$ cat src/hdl/source_line_token_scanner_top_defines.svh
// Assertion macros shared by the token scanner modules.
`ifndef SOURCE_LINE_TOKEN_SCANNER_TOP_DEFINES_SVH
`define SOURCE_LINE_TOKEN_SCANNER_TOP_DEFINES_SVH

// A property that holds at every clock edge outside reset.
`define SLTS_ASSERT(lbl, prop, msg) \
  lbl: assert property (@(posedge clk_i) disable iff (!rst_ni) (prop)) else $error(msg);

// The consequent holds in the same cycle as the antecedent.
`define SLTS_ASSERT_IMPL(lbl, ante, cons, msg) \
  lbl: assert property (@(posedge clk_i) disable iff (!rst_ni) (ante) |-> (cons)) \
    else $error(msg);

// The consequent holds in the cycle after the antecedent.
`define SLTS_ASSERT_NEXT(lbl, ante, cons, msg) \
  lbl: assert property (@(posedge clk_i) disable iff (!rst_ni) (ante) |=> (cons)) \
    else $error(msg);

`endif

$ cat src/hdl/slts_pkg.sv
// Types and constants shared by the source line token scanner.
package slts_pkg;

  localparam int unsigned MAX_LINE   = 4096;
  localparam int unsigned DEPTH_BITS = 12;
  localparam int unsigned POS_W      = 12;
  localparam int unsigned LINE_W     = 13;
  localparam int unsigned MAX_RES    = 4;
  localparam int unsigned CNT_W      = 3;
  localparam int unsigned IDX_W      = 2;
  localparam int unsigned FIFO_DEPTH = 8;

  localparam logic [2:0] MODE_START   = 3'd0;
  localparam logic [2:0] MODE_NUMBER  = 3'd1;
  localparam logic [2:0] MODE_IDENT   = 3'd2;
  localparam logic [2:0] MODE_STRING  = 3'd3;
  localparam logic [2:0] MODE_BLOCK   = 3'd4;
  localparam logic [2:0] MODE_LINECMT = 3'd5;

  typedef enum logic [2:0] {
    KIND_NUMBER   = 3'd0,
    KIND_IDENT    = 3'd1,
    KIND_STRING   = 3'd2,
    KIND_COMMENT  = 3'd3,
    KIND_OPERATOR = 3'd4,
    KIND_OPEN     = 3'd5,
    KIND_CLOSE    = 3'd6,
    KIND_STATUS   = 3'd7
  } kind_e;

  typedef struct packed {
    logic [7:0] ch;
    logic       has_char;
    logic       line_end;
  } in_t;

  typedef struct packed {
    kind_e                         kind;
    logic [POS_W-1:0]              span_start;
    logic [LINE_W-1:0]             span_length;
    logic signed [DEPTH_BITS-1:0]  brace_depth;
    logic                          in_block_comment;
    logic                          last;
  } res_t;

  typedef struct packed {
    logic [CNT_W-1:0]    count;
    res_t [MAX_RES-1:0]  item;
  } res_batch_t;

  typedef struct packed {
    logic [2:0]                    mode;
    logic [POS_W-1:0]              token_begin;
    logic [7:0]                    quote_byte;
    logic [7:0]                    previous_byte;
    logic                          held_valid;
    logic [LINE_W-1:0]             line_position;
    logic signed [DEPTH_BITS-1:0]  depth_count;
  } scan_state_t;

endpackage

$ cat src/hdl/slts_step.sv
// Next-state and result logic for one scanned byte and line end.
module slts_step
  import slts_pkg::*;
(
  input  scan_state_t state_i,
  input  in_t         item_i,
  output scan_state_t state_o,
  output res_batch_t  batch_o
);

  localparam logic [7:0] CH_SPACE  = 8'h20;
  localparam logic [7:0] CH_TAB    = 8'h09;
  localparam logic [7:0] CH_CR     = 8'h0D;
  localparam logic [7:0] CH_SQUOTE = 8'h27;
  localparam logic [7:0] CH_DQUOTE = 8'h22;
  localparam logic [7:0] CH_BSLASH = 8'h5C;
  localparam logic [7:0] CH_SLASH  = 8'h2F;
  localparam logic [7:0] CH_STAR   = 8'h2A;
  localparam logic [7:0] CH_LBRACE = 8'h7B;
  localparam logic [7:0] CH_RBRACE = 8'h7D;
  localparam logic [7:0] CH_LPAREN = 8'h28;
  localparam logic [7:0] CH_RPAREN = 8'h29;
  localparam logic [7:0] CH_LBRACK = 8'h5B;
  localparam logic [7:0] CH_RBRACK = 8'h5D;
  localparam logic [7:0] CH_UNDER  = 8'h5F;

  localparam logic signed [DEPTH_BITS-1:0] DEPTH_MAX = {1'b0, {(DEPTH_BITS-1){1'b1}}};
  localparam logic signed [DEPTH_BITS-1:0] DEPTH_MIN = {1'b1, {(DEPTH_BITS-1){1'b0}}};

  function automatic logic is_space(logic [7:0] c);
    return (c == CH_SPACE) || (c >= CH_TAB && c <= CH_CR);
  endfunction

  function automatic logic is_digit(logic [7:0] c);
    return c >= 8'h30 && c <= 8'h39;
  endfunction

  function automatic logic is_letter(logic [7:0] c);
    return (c >= 8'h61 && c <= 8'h7A) || (c >= 8'h41 && c <= 8'h5A);
  endfunction

  function automatic res_batch_t add_res(res_batch_t b, kind_e k, logic [POS_W-1:0] st,
                                         logic [LINE_W-1:0] len,
                                         logic signed [DEPTH_BITS-1:0] d, logic blk);
    res_batch_t nb;
    nb = b;
    if (b.count < CNT_W'(MAX_RES)) begin
      nb.item[b.count[IDX_W-1:0]].kind             = k;
      nb.item[b.count[IDX_W-1:0]].span_start       = st;
      nb.item[b.count[IDX_W-1:0]].span_length      = len;
      nb.item[b.count[IDX_W-1:0]].brace_depth      = d;
      nb.item[b.count[IDX_W-1:0]].in_block_comment = blk;
      nb.item[b.count[IDX_W-1:0]].last             = 1'b0;
      nb.count = b.count + CNT_W'(1);
    end
    return nb;
  endfunction

  always_comb begin
    scan_state_t       s;
    res_batch_t        b;
    logic [7:0]        c;
    logic [POS_W-1:0]  pos;
    logic [LINE_W-1:0] len;
    logic              do_take;
    logic              do_start;
    logic              blk;

    s        = state_i;
    b        = '0;
    c        = item_i.ch;
    pos      = s.line_position[POS_W-1:0];
    len      = '0;
    do_take  = 1'b0;
    do_start = 1'b0;
    blk      = 1'b0;

    if (item_i.has_char && s.line_position < LINE_W'(MAX_LINE)) begin
      do_take = 1'b1;
      // A held byte is resolved by the byte that follows it.
      if (s.held_valid) begin
        s.held_valid = 1'b0;
        if (s.mode == MODE_BLOCK) begin
          if (c == CH_SLASH) begin
            b = add_res(b, KIND_COMMENT, s.token_begin,
                        {1'b0, pos} + LINE_W'(1) - {1'b0, s.token_begin}, s.depth_count, 1'b0);
            s.mode  = MODE_START;
            do_take = 1'b0;
          end
        end else if (c == CH_STAR) begin
          s.mode  = MODE_BLOCK;
          do_take = 1'b0;
        end else if (c == CH_SLASH) begin
          s.mode  = MODE_LINECMT;
          do_take = 1'b0;
        end else begin
          b = add_res(b, KIND_OPERATOR, s.token_begin, LINE_W'(1), s.depth_count, 1'b0);
        end
      end

      if (do_take) begin
        unique case (s.mode)
          MODE_NUMBER: begin
            if (!is_digit(c)) begin
              b = add_res(b, KIND_NUMBER, s.token_begin,
                          {1'b0, pos} - {1'b0, s.token_begin}, s.depth_count, 1'b0);
              s.mode   = MODE_START;
              do_start = 1'b1;
            end
          end
          MODE_IDENT: begin
            if (!(is_digit(c) || is_letter(c) || c == CH_UNDER)) begin
              b = add_res(b, KIND_IDENT, s.token_begin,
                          {1'b0, pos} - {1'b0, s.token_begin}, s.depth_count, 1'b0);
              s.mode   = MODE_START;
              do_start = 1'b1;
            end
          end
          MODE_STRING: begin
            if (c == s.quote_byte && s.previous_byte != CH_BSLASH) begin
              b = add_res(b, KIND_STRING, s.token_begin,
                          {1'b0, pos} + LINE_W'(1) - {1'b0, s.token_begin}, s.depth_count, 1'b0);
              s.mode = MODE_START;
            end
          end
          MODE_BLOCK: begin
            if (c == CH_STAR) begin
              s.held_valid = 1'b1;
            end
          end
          MODE_LINECMT: begin
          end
          default: begin
            s.mode   = MODE_START;
            do_start = 1'b1;
          end
        endcase

        if (do_start) begin
          s.token_begin = pos;
          if (is_space(c)) begin
          end else if (is_digit(c)) begin
            s.mode = MODE_NUMBER;
          end else if (is_letter(c) || c == CH_UNDER) begin
            s.mode = MODE_IDENT;
          end else if (c == CH_SQUOTE || c == CH_DQUOTE) begin
            s.mode       = MODE_STRING;
            s.quote_byte = c;
          end else if (c == CH_SLASH) begin
            s.held_valid = 1'b1;
          end else if (c == CH_LBRACE) begin
            if (s.depth_count != DEPTH_MAX) begin
              s.depth_count = s.depth_count + DEPTH_BITS'(1);
            end
            b = add_res(b, KIND_OPEN, pos, LINE_W'(1), s.depth_count, 1'b0);
          end else if (c == CH_RBRACE) begin
            if (s.depth_count != DEPTH_MIN) begin
              s.depth_count = s.depth_count - DEPTH_BITS'(1);
            end
            b = add_res(b, KIND_CLOSE, pos, LINE_W'(1), s.depth_count, 1'b0);
          end else if (c != CH_LPAREN && c != CH_RPAREN && c != CH_LBRACK && c != CH_RBRACK) begin
            b = add_res(b, KIND_OPERATOR, pos, LINE_W'(1), s.depth_count, 1'b0);
          end
        end
      end

      s.previous_byte = c;
      s.line_position = s.line_position + LINE_W'(1);
    end

    if (item_i.line_end) begin
      len = s.line_position;
      // A slash still held at line end stands alone as an operator.
      if (s.held_valid) begin
        s.held_valid = 1'b0;
        if (s.mode != MODE_BLOCK) begin
          b = add_res(b, KIND_OPERATOR, s.token_begin, LINE_W'(1), s.depth_count, 1'b0);
        end
      end
      case (s.mode)
        MODE_NUMBER: begin
          b = add_res(b, KIND_NUMBER, s.token_begin, len - {1'b0, s.token_begin},
                      s.depth_count, 1'b0);
        end
        MODE_IDENT: begin
          b = add_res(b, KIND_IDENT, s.token_begin, len - {1'b0, s.token_begin},
                      s.depth_count, 1'b0);
        end
        MODE_LINECMT, MODE_BLOCK: begin
          if (len > {1'b0, s.token_begin}) begin
            b = add_res(b, KIND_COMMENT, s.token_begin, len - {1'b0, s.token_begin},
                        s.depth_count, 1'b0);
          end
        end
        default: begin
        end
      endcase
      blk = (s.mode == MODE_BLOCK);
      b = add_res(b, KIND_STATUS, '0, len, s.depth_count, blk);
      s.mode = blk ? MODE_BLOCK : MODE_START;
      // A line that leaves the depth negative restarts the next line clean.
      if (s.depth_count[DEPTH_BITS-1]) begin
        s.depth_count = '0;
        s.mode        = MODE_START;
      end
      s.token_begin   = '0;
      s.quote_byte    = '0;
      s.previous_byte = '0;
      s.line_position = '0;
    end

    if (b.count != '0) begin
      b.item[b.count[IDX_W-1:0] - IDX_W'(1)].last = 1'b1;
    end

    state_o = s;
    batch_o = b;
  end

endmodule

$ cat src/hdl/slts_res_fifo.sv
// Result queue: takes up to four results per push and delivers one per pop.
`include "source_line_token_scanner_top_defines.svh"

module slts_res_fifo
  import slts_pkg::*;
(
  input  logic       clk_i,
  input  logic       rst_ni,
  input  logic       push_i,
  input  res_batch_t batch_i,
  output logic       room_o,
  input  logic       pop_i,
  output logic       valid_o,
  output res_t       data_o
);

  localparam int unsigned PTR_W = $clog2(FIFO_DEPTH);
  localparam int unsigned CW    = PTR_W + 1;

  res_t             mem_q [FIFO_DEPTH];
  logic [PTR_W-1:0] wr_ptr_q, wr_ptr_d;
  logic [PTR_W-1:0] rd_ptr_q, rd_ptr_d;
  logic [CW-1:0]    count_q, count_d;
  logic [CNT_W-1:0] push_cnt;

  assign push_cnt = push_i ? batch_i.count : '0;
  assign wr_ptr_d = wr_ptr_q + PTR_W'(push_cnt);
  assign rd_ptr_d = rd_ptr_q + PTR_W'(pop_i);
  assign count_d  = count_q + CW'(push_cnt) - CW'(pop_i);

  // Room is judged on the registered fill so that a full batch always fits.
  assign room_o  = count_q <= CW'(FIFO_DEPTH - MAX_RES);
  assign valid_o = count_q != '0;
  assign data_o  = mem_q[rd_ptr_q];

  always_ff @(posedge clk_i) begin
    if (push_i) begin
      for (int i = 0; i < MAX_RES; i++) begin
        if (CNT_W'(i) < batch_i.count) begin
          mem_q[wr_ptr_q + PTR_W'(i)] <= batch_i.item[i];
        end
      end
    end
  end

  always_ff @(posedge clk_i or negedge rst_ni) begin
    if (!rst_ni) begin
      wr_ptr_q <= '0;
      rd_ptr_q <= '0;
      count_q  <= '0;
    end else begin
      wr_ptr_q <= wr_ptr_d;
      rd_ptr_q <= rd_ptr_d;
      count_q  <= count_d;
    end
  end

  `SLTS_ASSERT(a_fill_bound, count_q <= CW'(FIFO_DEPTH), "result queue overfilled")
  `SLTS_ASSERT_IMPL(a_push_room, push_i, room_o, "batch written without room")
  `SLTS_ASSERT_NEXT(a_pop_drains, pop_i && !push_i, count_q == $past(count_q) - CW'(1), "pop did not drain")

endmodule

$ cat src/hdl/source_line_token_scanner_top.sv
// Top level of the source line token scanner.
//
//   Channel | Direction | Payload | Handshake
//   --------+-----------+---------+---------------------------------
//   in      | input     | in_t    | in_valid_i / in_stall_o
//   out     | output    | res_t   | out_valid_o / out_stall_i
//
// One input transaction is taken per cycle while the result queue has room for four results.
// Each item waits in the input register until the queue has room, and the scan logic turns
// it there into zero to four results, which the queue registers.
// The result queue delivers one result per cycle unless the output stalls, so its single read
// port sets the rate for items that produce several results, such as line ends.
// Reset is asynchronous and clears the scan state and the queue at once; no clearing pass.
// A stalled output holds the head result; the input stalls while the queue lacks room.
`include "source_line_token_scanner_top_defines.svh"

module source_line_token_scanner_top
  import slts_pkg::*;
(
  input  logic clk_i,
  input  logic rst_ni,
  input  logic in_valid_i,
  output logic in_stall_o,
  input  in_t  in_data_i,
  output logic out_valid_o,
  input  logic out_stall_i,
  output res_t out_data_o
);

  in_t         in_q;
  logic        in_valid_q;
  scan_state_t state_q, state_d;
  res_batch_t  batch;
  logic        room;
  logic        fire;
  logic        in_take;

  assign fire       = in_valid_q && room;
  assign in_stall_o = in_valid_q && !fire;
  assign in_take    = in_valid_i && !in_stall_o;

  slts_step u_step (
    .state_i (state_q),
    .item_i  (in_q),
    .state_o (state_d),
    .batch_o (batch)
  );

  slts_res_fifo u_fifo (
    .clk_i   (clk_i),
    .rst_ni  (rst_ni),
    .push_i  (fire),
    .batch_i (batch),
    .room_o  (room),
    .pop_i   (out_valid_o && !out_stall_i),
    .valid_o (out_valid_o),
    .data_o  (out_data_o)
  );

  always_ff @(posedge clk_i) begin
    if (in_take) begin
      in_q <= in_data_i;
    end
  end

  always_ff @(posedge clk_i or negedge rst_ni) begin
    if (!rst_ni) begin
      in_valid_q            <= 1'b0;
      state_q.mode          <= MODE_START;
      state_q.token_begin   <= '0;
      state_q.quote_byte    <= '0;
      state_q.previous_byte <= '0;
      state_q.held_valid    <= 1'b0;
      state_q.line_position <= '0;
      state_q.depth_count   <= '0;
    end else begin
      if (in_take) begin
        in_valid_q <= 1'b1;
      end else if (fire) begin
        in_valid_q <= 1'b0;
      end
      if (fire) begin
        state_q <= state_d;
      end
    end
  end

  `SLTS_ASSERT_NEXT(a_item_held, in_valid_q && !fire, in_valid_q && $stable(in_q), "waiting item lost")
  `SLTS_ASSERT_NEXT(a_line_reset, fire && in_q.line_end, state_q.line_position == '0 && !state_q.depth_count[DEPTH_BITS-1], "line end left state")
  `SLTS_ASSERT(a_pos_bound, state_q.line_position <= LINE_W'(MAX_LINE), "line position overran")

endmodule

$ cat config.mk
export PLATFORM = sky130hd
export DESIGN_NAME = source_line_token_scanner_top
export DESIGN_NICKNAME = d
export VERILOG_FILES = /design/src/hdl/slts_pkg.sv /design/src/hdl/slts_step.sv /design/src/hdl/slts_res_fifo.sv /design/src/hdl/source_line_token_scanner_top.sv
export VERILOG_INCLUDE_DIRS = /design/src /design/src/hdl
export SDC_FILE = /design/constraint.sdc
export NUM_CORES = 2
export LEC_CHECK = 0
export ABC_CLOCK_PERIOD_IN_PS = 30300
export BUFFER_PORTS_ARGS = -buffer_cell sky130_fd_sc_hd__buf_2
export CAP_MARGIN = 20
export CORE_ASPECT_RATIO = 0.9
export CORE_MARGIN = 5
export CORE_UTILIZATION = 52
export CTS_CLUSTER_DIAMETER = 150
export DETAILED_ROUTE_END_ITERATION = 16
export PLACE_DENSITY = 0.68
export RECOVER_POWER = 50
export SLEW_MARGIN = 10
export SYNTH_ARGS = -nofsm -noshare
export SYNTH_HDL_FRONTEND = slang
export SYNTH_HIERARCHICAL = 1
export SYNTH_SLANG_ARGS = --single-unit
export TNS_END_PERCENT = 1
$ cat constraint.sdc
create_clock -name clk_i -period 30.3 [get_ports clk_i]
set_input_delay 6.06 -clock clk_i [delete_from_list [all_inputs] [get_ports clk_i]]
set_output_delay 6.06 -clock clk_i [all_outputs]
set_load 0.01 [all_outputs]
==> flow_summary.toml <==
[min_path]
min_from = "u_fifo/count_q[0]"
holdCritPathClass = "reg2reg"
hold_depth = 1
hold_end = "u_fifo/count_q[0]"

[outcome]
outcome = "finished, violations left"
failed_checks = "max-capacitance violations, max-slew violations"

[setup_path]
required_ps = 30420
path_class = "reg2reg"
worstPathArrival_ps = 17120
crit_buf_inv = 2
critPathLaunch = "in_q[7]"
reg2reg_to = "u_fifo/mem_q[7][34]"
rr_worst_depth = 26
timing.reg2reg.setup_slack_ps = 13310
path_delay_family = "simple AND/OR/NAND/NOR gates"
cp-end-kind = "flop"
reg2reg_from = "in_q[7]"
cpPeakStageDelay_ps = 2510
path_max_fanout = 42
crit_slowest_cell = "clkbuf_1"
start_kind = "flop"

[power]
p_per_area_mw_per_mm2 = 97.8
peakVddDrop_uv = 153
p_leak_nw = 12.5
p_total_mw = 3.50

[sta]
setup_violations = 0
fin_crit_ps = 16990
rsz0062_at_grt = "no"
tightest_slew_ps = 4560
finalCritPeriodShare_pct = 56.1
finClkSkew_ps = 23.3
fin_tns_setup_ps = 0
maxSlewViolCount = 574
slew_headroom_pct = -204
fmaxAchievable_mhz = 58.8
holdWs_ps = 503
finalHoldViolCount = 0

[cells_and_area]
final_common_cell = "nand2_1"
final_cell_mix = "nand2_1 (849), o22ai_1 (390), a31oi_1 (358), edfxtp_1 (346), nor2_1 (150)"
num_antenna_cells = 0
fin_util_pct = 54.8
nNetsFinal = 3793
areaGrowthSynthToFinish_pct = 4.90
fill_cells = 6005
layout-drive-gt1-share_pct = 12.4

[synthesis]
synth_top_family_by_area = "compound AO/OA/AOI/OAI gates"
syn-num-nets = 4096
syn_inst = 4000
synth_cell_type_count = 112
synthFlopType = "edfxtp_1"
async_flop_share_pct = 16.4
synth-simple-area-share_pct = 17.2
synth_area_per_cell_um2 = 8.53
synthMuxAreaShare_pct = 11.0
synthAdderAreaFrac_pct = 3.27
synth_xor_area_share_pct = 1.95
synth_compound_gate_area_share_pct = 23.8
synth_edf_count = 346
synth-seq-area-share_pct = 35.5
syn_area_mm2 = 0.0341
ys_warn_count = 6
ys_seq_elements = 414

[clock_tree]
path_clk_slew_ps = 60
clockRootBuffer = "clkbuf_16"
clkLatencyLatePin_ps = 620
post_cts_buffers = 0
cts_sinks = 414
cts_buffer_depth = 3
cts.repair.resized = 0
numCtsBuffers = 49
cts_hold_buf = 0
cts_tree = "done"
h-tree-depth = 2

[drt]
via_per_inst = 7.40
drt_first_pass_iters = 8
initialDrtViolationCount = 6020
wl_per_cell_um = 30.8
drtAntennaViolNets = 0
via_count = 34000
drc = 0
wl_um = 141000

[floorplanning]
die_w_um = 280
num_rows = 89
ios = 58
die_area_mm2 = 0.0708
die_height_um = 253
core_area_mm2 = 0.0653
initial_core_util_pct = 52.3

[global_routing]
grt_usage_pct = 38.2
first_global_vias = 31800
antenna_found_initial = 1
grt_max_degree = 69
grt_pass1_wl_um = 208000
grt-ovfl-total = 0

[placed_design]
dp_hpwl_um = 93600
globalplace.congestion = 1.03
io_buffers = 57

[flow_run]
drv_cap = 15
[metrics by stage]
| stage | cell area, µm² | std cells | setup slack (ps) |
|---|---|---|---|
| 2_1_floorplan | 34100 | 4000 | 17740 |
| 3_3_place_gp | 34200 | 4497 | 18640 |
| 3_5_place_dp | 34300 | 4504 | 18320 |
| 4_1_cts | 35900 | 4592 | 18260 |
| 5_1_grt | 35800 | 4598 | 12520 |
| 6_report | 35800 | 4598 | 13310 |
[Yosys cell counts (all sizes together) (13+ instances only)]
| master | count | area (µm²) |
|---|---|---|
| a32o | 17 | 170 |
| mux2 | 108 | 1290 |
| nor2 | 152 | 581 |
| a21oi | 146 | 734 |
| a21boi | 13 | 101 |
| a21o | 21 | 158 |
| clkbuf | 239 | 897 |
| nor4 | 15 | 109 |
| o32ai | 17 | 149 |
| a31oi | 360 | 2270 |
| dfrtp | 68 | 1700 |
| or3 | 31 | 199 |
| o211ai | 20 | 155 |
| nand4 | 22 | 144 |
| inv | 94 | 353 |
| o22ai | 390 | 2440 |
| nand3 | 77 | 413 |
| ha | 70 | 876 |
| mux2i | 57 | 571 |
| a211oi | 13 | 103 |
| nand2b | 19 | 119 |
| mux4 | 84 | 1890 |
| buf | 276 | 1230 |
| xnor2 | 54 | 473 |
| and2 | 39 | 244 |
| nor3 | 69 | 383 |
| a22oi | 31 | 233 |
| edfxtp | 346 | 10400 |
| nand2 | 851 | 3200 |
| xor2 | 22 | 193 |
| o21ai | 87 | 465 |
[worst register-to-register path, cell delays in order (launching register included)]
cell and delay [ps]:
edfxtp_1 650, or4b_4 620, o41ai_1 1160, a221oi_1 360, o211ai_1 780, or2_0 1290
a21oi_1 560, ha_1 460, nor2b_1 130, o21ai_0 230, a21boi_0 290, o41ai_1 520
a21o_1 330, a211o_2 260, nand3_1 530, nand2_1 400, xor2_1 300, ha_1 290
inv_1 90, nor3_1 1700, o21ai_0 1150, nand2_1 540, a21oi_1 190, or3_2 770
and2_2 280, o211ai_1 80, clkbuf_1 2510
[cell type report]
class | instances | area (µm²) | share of cell area (%)
clock buffers | 53 | 1250 | 3.50
repair buffers | 161 | 1000 | 2.81
clock inverters | 35 | 380 | 1.06
flip-flops and latches | 414 | 12100 | 33.8
multi-input cells | 2977 | 19600 | 54.8
well taps | 864 | 1080 | 3.02
inverters | 94 | 353 | 0.986
[routing by layer]
metal | vias up | share of wire [%] | track usage, %
met3 | 646 | 14 | 8.46
met5 | - | 0 | 0
met2 | 2973 | 42 | 56.3
li1 | 14400 | - | -
met4 | 0 | 7.5 | 22.0
met1 | 16000 | 37 | 52.3
[logic make-up (layout without fill, tap and decap cells)]
| logic type | after synthesis | after routing |
|---|---|---|
| AOI/OAI and AO/OA | 1233 | 1233 |
| adders and majority gates | 82 | 82 |
| and+or+nand+nor | 1337 | 1337 |
| xor gates and xnor gates | 76 | 76 |
| muxes | 249 | 249 |
| DFF | 414 | 414 |
| buffers and inverters | 609 | 343 |
[sequential cells by signal, indices dropped and copies added (netlist names)]
signal           cells
state_q             57
in_q                10
u_fifo/count_q       4
in_valid_q           1
u_fifo/mem_q       336
u_fifo/wr_ptr_q      3
u_fifo/rd_ptr_q      3
[worst max-delay path by stage]
stage | to | slack, ps | cells after the start
CTS | u_fifo/mem_q[4][24] | 18260 | 27
floorplan | u_fifo/mem_q[2][0] | 17740 | 33
detailed placement | u_fifo/mem_q[4][32] | 18320 | 27
global placement | u_fifo/mem_q[4][32] | 18640 | 28
global route | u_fifo/mem_q[7][34] | 12520 | 28
finish | u_fifo/mem_q[7][34] | 13310 | 26
[where the power goes]
part | leakage, nW | internal [mW] | switching, mW | total (mW)
registers | 4.14 | 0.819 | 0.0931 | 0.913
clock network | 0.798 | 0.353 | 0.266 | 0.619
logic | 7.53 | 0.659 | 1.31 | 1.97
total | 12.5 | 1.83 | 1.67 | 3.50
Power figures use the tool's default switching activity.
